$ cat src/sv/afd_pkg.sv
package afd_pkg;

    localparam int MAX_CLASSES     = 128;
    localparam int INPUT_SIZE      = 640;
    localparam int EXP_TABLE_DEPTH = 1024;
    localparam int EXP_IDX_W       = $clog2(EXP_TABLE_DEPTH);
    localparam int EXP_W           = 28;

    localparam int SCALE_COUNT     = 3;
    localparam int FIRST_SCORE_COL = 5;
    localparam int STRIDE0_SHIFT   = 3;   // strides 8, 16, 32
    localparam int GRID0           = INPUT_SIZE / 8;
    localparam int GRID1           = INPUT_SIZE / 16;
    localparam int GRID2           = INPUT_SIZE / 32;

    localparam int COORD_MAX       = 4095;
    localparam int COORD_MIN       = -4096;

    // configuration register indexes
    localparam logic [1:0] REG_SCORE_THRESHOLD = 2'd0;
    localparam logic [1:0] REG_CLASS_COUNT     = 2'd1;

    typedef logic [EXP_W-1:0] exp_rom_t [EXP_TABLE_DEPTH];

    typedef struct packed {
        logic [6:0]        cls;
        logic [15:0]       score;
        logic [15:0]       obj;
        logic [3:0][15:0]  regs;
        logic [6:0]        cell_x;
        logic [6:0]        cell_y;
        logic [1:0]        scale;
        logic              last;
    } row_t;

    typedef struct packed {
        logic [6:0]  cls;
        logic [15:0] conf;
        logic [12:0] left;
        logic [12:0] top;
        logic [11:0] width;
        logic [11:0] height;
        logic        last;
    } result_t;

    function automatic logic [7:0] grid_of(logic [1:0] scale);
        case (scale)
            2'd0:    grid_of = 8'(GRID0);
            2'd1:    grid_of = 8'(GRID1);
            default: grid_of = 8'(GRID2);
        endcase
    endfunction

    // signed quotient truncated toward zero by shift and subtract; den > 0
    function automatic longint div_toward_zero(longint num, longint den);
        logic [63:0] mag;
        logic [63:0] quo;
        logic [64:0] rem;
        mag = (num < 0) ? 64'(-num) : 64'(num);
        quo = '0;
        rem = '0;
        for (int b = 63; b >= 0; b--) begin
            rem = {rem[63:0], mag[b]};
            if (rem >= 65'(den)) begin
                rem    = rem - 65'(den);
                quo[b] = 1'b1;
            end
        end
        div_toward_zero = (num < 0) ? -longint'(quo) : longint'(quo);
    endfunction

    // e^x in Q.16 for x = -8 + 16*k/EXP_TABLE_DEPTH: Taylor sum of e^(x/16)
    // in Q.24, then four squarings. Elaboration only.
    function automatic logic [EXP_W-1:0] exp_sample(int k);
        longint      y;
        longint      term;
        longint      sum;
        logic [63:0] s;
        y    = ((longint'(k) << 24) >> EXP_IDX_W) - (longint'(1) << 23);
        term = longint'(1) << 24;
        sum  = term;
        for (int i = 1; i <= 12; i++) begin
            term = div_toward_zero(term * y, longint'(i) << 24);
            sum  = sum + term;
        end
        s = 64'(sum);
        for (int i = 0; i < 4; i++) begin
            s = (s * s + (64'd1 << 23)) >> 24;
        end
        exp_sample = EXP_W'((s + 64'd128) >> 8);
    endfunction

    function automatic exp_rom_t build_exp_rom();
        exp_rom_t rom;
        for (int k = 0; k < EXP_TABLE_DEPTH; k++) begin
            rom[k] = exp_sample(k);
        end
        build_exp_rom = rom;
    endfunction

    // clamp Q7.8 regression to [-8, 8) and pick the sample at or below it
    function automatic logic [EXP_IDX_W-1:0] exp_index(logic [15:0] raw);
        logic signed [15:0] r;
        logic [11:0]        u;
        logic [24:0]        prod;
        logic [12:0]        idx;
        r = signed'(raw);
        if (r < -16'sd2048) begin
            u = 12'd0;
        end else if (r > 16'sd2047) begin
            u = 12'hFFF;
        end else begin
            u = 12'(r + 16'sd2048);
        end
        prod = 25'(u) * 25'(EXP_TABLE_DEPTH);
        idx  = prod[24:12];
        if (idx >= 13'(EXP_TABLE_DEPTH)) begin
            idx = 13'(EXP_TABLE_DEPTH - 1);
        end
        exp_index = idx[EXP_IDX_W-1:0];
    endfunction

    // corner = trunc((2*centre_q8*256 - size_q16) / 2^17), saturated
    function automatic logic [12:0] corner(logic signed [23:0] centre, logic [32:0] size);
        logic signed [35:0] x17;
        logic signed [35:0] q;
        x17 = (36'(centre) <<< 9) - signed'(36'(size));
        if (x17 < 36'sd0) begin
            q = (x17 + 36'sd131071) >>> 17;
        end else begin
            q = x17 >>> 17;
        end
        if (q > 36'(COORD_MAX)) begin
            corner = 13'(COORD_MAX);
        end else if (q < 36'(COORD_MIN)) begin
            corner = 13'(COORD_MIN);
        end else begin
            corner = q[12:0];
        end
    endfunction

    function automatic logic [11:0] extent(logic [32:0] size);
        logic [16:0] v;
        v = size[32:16];
        extent = (v > 17'(COORD_MAX)) ? 12'(COORD_MAX) : v[11:0];
    endfunction

endpackage

$ cat src/sv/afd_row_tracker.sv
module afd_row_tracker (
    input  logic          aclk,
    input  logic          aresetn,
    input  logic          en,
    input  logic          accept,
    input  logic [15:0]   word,
    input  logic [7:0]    class_count,
    output afd_pkg::row_t row,
    output logic          row_valid
);
    import afd_pkg::*;

    logic [7:0]       column_reg;
    logic [6:0]       cell_x_reg;
    logic [6:0]       cell_y_reg;
    logic [1:0]       scale_reg;
    logic [3:0][15:0] regs_reg;
    logic [15:0]      obj_reg;
    logic [15:0]      best_reg;
    logic [6:0]       cls_reg;
    row_t             row_reg;
    logic             row_valid_reg;

    logic [7:0] cc;
    logic [7:0] k;
    logic       is_score;
    logic       take;
    logic       row_end;
    logic [7:0] grid;
    logic       x_wrap;
    logic       y_wrap;
    row_t       row_next;

    always_comb begin
        if (class_count == 8'd0) begin
            cc = 8'd1;
        end else if (class_count > 8'(MAX_CLASSES)) begin
            cc = 8'(MAX_CLASSES);
        end else begin
            cc = class_count;
        end
        k        = column_reg - 8'(FIRST_SCORE_COL);
        is_score = column_reg >= 8'(FIRST_SCORE_COL);
        take     = (k == 8'd0) || (word > best_reg);
        // a class index at or past the last class closes the row
        row_end  = accept && is_score && !((9'(k) + 9'd1) < 9'(cc));
        grid     = grid_of(scale_reg);
        x_wrap   = (8'(cell_x_reg) + 8'd1) >= grid;
        y_wrap   = (8'(cell_y_reg) + 8'd1) >= grid;

        row_next.cls    = take ? k[6:0] : cls_reg;
        row_next.score  = take ? word : best_reg;
        row_next.obj    = obj_reg;
        row_next.regs   = regs_reg;
        row_next.cell_x = cell_x_reg;
        row_next.cell_y = cell_y_reg;
        row_next.scale  = scale_reg;
        row_next.last   = (scale_reg == 2'(SCALE_COUNT - 1)) && x_wrap && y_wrap;
    end

    always_ff @(posedge aclk) begin
        if (!aresetn) begin
            column_reg    <= '0;
            cell_x_reg    <= '0;
            cell_y_reg    <= '0;
            scale_reg     <= '0;
            row_valid_reg <= 1'b0;
        end else begin
            if (accept) begin
                column_reg <= row_end ? 8'd0 : column_reg + 8'd1;
            end
            if (row_end) begin
                if (x_wrap) begin
                    cell_x_reg <= '0;
                    if (y_wrap) begin
                        cell_y_reg <= '0;
                        scale_reg  <= (scale_reg == 2'(SCALE_COUNT - 1)) ? 2'd0
                                                                          : scale_reg + 2'd1;
                    end else begin
                        cell_y_reg <= cell_y_reg + 7'd1;
                    end
                end else begin
                    cell_x_reg <= cell_x_reg + 7'd1;
                end
            end
            if (en) begin
                row_valid_reg <= row_end;
            end
        end
    end

    always_ff @(posedge aclk) begin
        if (accept) begin
            if (column_reg < 8'd4) begin
                regs_reg[column_reg[1:0]] <= word;
            end else if (column_reg == 8'd4) begin
                obj_reg <= word;
            end else if (take) begin
                best_reg <= word;
                cls_reg  <= k[6:0];
            end
        end
        if (row_end) begin
            row_reg <= row_next;
        end
    end

    assign row       = row_reg;
    assign row_valid = row_valid_reg;

endmodule

$ cat config.mk
export PLATFORM = sky130hd
export DESIGN_NAME = afd_row_tracker
export DESIGN_NICKNAME = d
export VERILOG_FILES = /design/src/sv/afd_pkg.sv /design/src/sv/afd_row_tracker.sv
export SDC_FILE = /design/constraint.sdc
export NUM_CORES = 1
export LEC_CHECK = 0
export ABC_CLOCK_PERIOD_IN_PS = 9220
export BUFFER_PORTS_ARGS = -buffer_cell sky130_fd_sc_hd__buf_2
export CAP_MARGIN = 20
export CORE_UTILIZATION = 55
export CTS_CLUSTER_SIZE = 40
export DETAILED_ROUTE_END_ITERATION = 6
export PLACE_DENSITY = 0.83
export SYNTH_ARGS = -nofsm -noshare
export SYNTH_HDL_FRONTEND = slang
export SYNTH_SLANG_ARGS = --single-unit
$ cat constraint.sdc
create_clock -name aclk -period 9.22 [get_ports aclk]
set_input_delay 1.844 -clock aclk [delete_from_list [all_inputs] [get_ports aclk]]
set_output_delay 1.844 -clock aclk [all_outputs]
set_load 0.01 [all_outputs]
==> impl_metrics.env <==
export IMPL_vias=5476
export IMPL_synth_net_count=643
export IMPL_largest_reg_flops=120
export IMPL_power_density_nw_per_um2=199
export IMPL_hold_path_end="row[27]"
export IMPL_ant_nets=0
export IMPL_crit_type="register to register"
export IMPL_core_area_um2=17300
export IMPL_switchingPower_uw=456
export IMPL_startpoint_type="register"
export IMPL_tritoncts="yes"
export IMPL_synthArstFlopShare_pct=0
export IMPL_leakagePower_nw=4.34
export IMPL_fin_crit_sh_pct=57.4
export IMPL_post_route_min_period_ns=5.29
export IMPL_synthToLayoutAreaGrowth_pct=17.4
export IMPL_synthFlopType="edfxtp_1"
export IMPL_power_frac_clock_pct=40.4
export IMPL_hold_buffers=0
export IMPL_dp_hpwl_mm=12.9
export IMPL_irDropWorstVdd_mv=0.130
export IMPL_crit_required_ns=9.33
export IMPL_first_iter_violations=425
export IMPL_row_count=48
export IMPL_start_util_pct=56.2
export IMPL_tightest_slew_ns=1.10
export IMPL_drive_gt1_share_pct=29.9
export IMPL_overflow=0
export IMPL_clk_latency_ns=0.49
export IMPL_die_width_um=135
export IMPL_dr_pass1_iters=5
export IMPL_r2r_end="row[5]"
export IMPL_ys_seq_elements=248
export IMPL_drv_cap=0
export IMPL_totalWireLength_mm=19.7
export IMPL_antennaDiodeCount=0
export IMPL_holdWs_ns=0.412
export IMPL_die_h_um=135
export IMPL_power_frac_seq_pct=54.8
export IMPL_htree_levels=1
export IMPL_hold_viol_final=0
export IMPL_status="completed"
export IMPL_via_per_inst=5.62
export IMPL_synthCells=573
export IMPL_synth_edf_count=223
export IMPL_worstPathMaxFanout=73
export IMPL_cp_data_arrival_time_ns=5.41
export IMPL_nNetsFinal=806
export IMPL_ys_seq_area_share_pct=74.0
export IMPL_fillCellCount=1230
export IMPL_wl_per_cell_um=20.2
export IMPL_cts_root_buf="clkbuf_16"
export IMPL_drc=0
export IMPL_clock_sinks=248
export IMPL_min_from="regs_reg[10]"
export IMPL_dieArea_um2=18200
export IMPL_internal_power_mw=1.82
export IMPL_clk_path_buf_depth=3
export IMPL_maxSlewViolCount=0
export IMPL_pwr_share_comb_pct=4.9
export IMPL_swShare_pct=20.0
export IMPL_finalSetupViolCount=0
export IMPL_clock_skew_ns=0.0111
export IMPL_grt_first_pass_wirelength_mm=29.8
export IMPL_antenna_found_initial=0
export IMPL_io_buffers=148
export IMPL_grt_pass1_vias=5573
export IMPL_cts_clk_slew_worst_paths_ns=0.06
export IMPL_final_util_pct=66.0
export IMPL_rr_worst_depth=15
export IMPL_relSlewSlack_pct=26.8
export IMPL_ctsResizeCount=0
export IMPL_hold_path_class="register to register"
export IMPL_tns_ns=0
export IMPL_grtUsageTotal_pct=21.6
export IMPL_rsz0062_at_grt="false"
export IMPL_min_path_cells=0
export IMPL_ys_types=68
export IMPL_crit_path_end_kind="register"
export IMPL_synth_area_um2=9730
export IMPL_postCtsSetupRepairBufs=0
export IMPL_avgSynthCellArea_um2=17.0
export IMPL_ios=149
export IMPL_synth_warnings=0
export IMPL_ff2ff_setup_slack_ns=3.93
export IMPL_worstReg2RegStart="column_reg[0]"
export IMPL_numCtsBuffers=23
export IMPL_clock_fmax_ghz=0.189
export IMPL_grt_max_degree=74
export IMPL_gp_congestion=0.914
through the flow:
step	cells	cell area, um2	setup slack [ns]	power (mW)
2_1_floorplan	573	9730	3.16	1.34
3_3_place_gp	935	10700	4.11	1.37
3_5_place_dp	935	10700	3.92	1.38
4_1_cts	974	11400	3.94	2.29
5_1_grt	975	11400	3.54	2.34
6_report	975	11400	3.93	2.27
cell usage in the layout, fill, tap and decap left out, types with 3 or more instances in the layout:
cell	count
mux2_4	14
xnor2_1	11
o211ai_1	5
a211oi_1	3
ha_1	42
a21oi_1	10
dfxtp_1	25
buf_2	148
nor3_1	11
inv_1	25
nand3_1	16
mux2i_1	6
or3_2	4
nand2_1	21
o21a_1	7
o311ai_0	3
nand2b_1	3
o21ai_0	19
clkbuf_16	23
o31ai_1	6
mux2_1	3
clkinv_1	5
clkinv_2	4
nor2b_1	6
edfxtp_1	223
nand4_1	8
bufinv_16	3
nor2_1	11
and3_1	6
and2_1	4
xor2_1	14
mux2_2	4
clkbuf_1	4
nor4_1	3
layer usage:
metal	vias up	GRT usage, %	part of all wire, %
li1	2528	-	-
met1	2700	26.3	40
met2	211	40.6	53
met3	37	2.29	5.5
met4	0	5.68	1.9
met5	-	0	0
worst max-delay path, cell delays in order (launching register included):
cell      delay [ns]
dfxtp_1         0.65
inv_1           0.21
ha_1            0.34
nor2b_1         0.35
nor3_1          0.12
or2_1           0.29
nor3_1          0.20
nor2b_1         0.08
ha_1            0.30
nand4_1         0.13
a211oi_1        0.22
o221a_2         0.27
a311o_2         0.21
nand2_2         0.16
inv_4           0.53
buf_4           0.80
worst max-delay path by stage:
stage,start,endpoint,slack [ns]
after global placement,class_count[7],row[4],4.11
final,column_reg[0],row[5],3.93
after CTS,column_reg[0],row[47],3.94
after detailed placement,class_count[7],row[47],3.92
after floorplan,class_count[7],column_reg[1],3.16
after global routing,column_reg[0],row[85],3.54
cells in the mapped netlist (3+ instances only):
library cell    n  area share (%)
nand4_1         8            0.51
inv_1          26             1.0
nor2b_1         6            0.39
and2_1          4            0.26
o211ai_1        5            0.39
nor2_1         12            0.46
buf_6           4            0.46
edfxtp_1      223              69
mux2i_1         6            0.62
o21a_1          7            0.54
o311ai_0        3            0.27
a211oi_1        3            0.23
clkbuf_1        4            0.15
dfxtp_1        25             5.1
nor4_1          3            0.19
mux2_2          4            0.46
xnor2_1        11            0.99
o21ai_0        19            0.98
nand2_1        21            0.81
nand2b_1        3            0.19
or3_2           4            0.31
a21oi_1        10            0.51
nor3_1         11            0.57
o31ai_1         6            0.46
ha_1           42             5.4
xor2_1         14             1.3
mux2_4         14             2.2
nand3_1        16            0.82
mux2_1          3            0.35
and3_1          6            0.39
power groups by stage:
| stage | Sequential [mW] | Combinational [mW] | Clock (mW) |
|---|---|---|---|
| after global routing | 1.25 | 0.120 | 0.971 |
| final | 1.25 | 0.111 | 0.918 |
| after detailed placement | 1.27 | 0.108 | 0 |
| after floorplan | 1.27 | 0.0748 | 0 |
| after global placement | 1.27 | 0.101 | 0 |
| after CTS | 1.25 | 0.110 | 0.930 |
layout make-up:
class | instances | area, um2 | area share, %
inverter | 27 | 104 | 0.909
sequential | 248 | 7200 | 63.0
clock inverter | 12 | 134 | 1.17
tap | 225 | 282 | 2.47
clock buffer | 27 | 591 | 5.17
multi-input combinational | 286 | 2340 | 20.5
timing repair buffer | 150 | 776 | 6.79
cells by family (layout without fill, tap and decap cells):
logic type,count (synthesis),in the layout,synth area share [%]
buffers and inverters,39,216,2.03
AND/OR/NAND/NOR,116,116,6.73
AO/OA/AOI/OAI,74,74,5.70
XOR/XNOR,27,27,2.58
adder cells (fa/ha/maj),42,42,5.40
multiplexers,27,27,3.59
flip-flops,248,248,74.0
No activity file was read; power rests on OpenSTA's default activity.
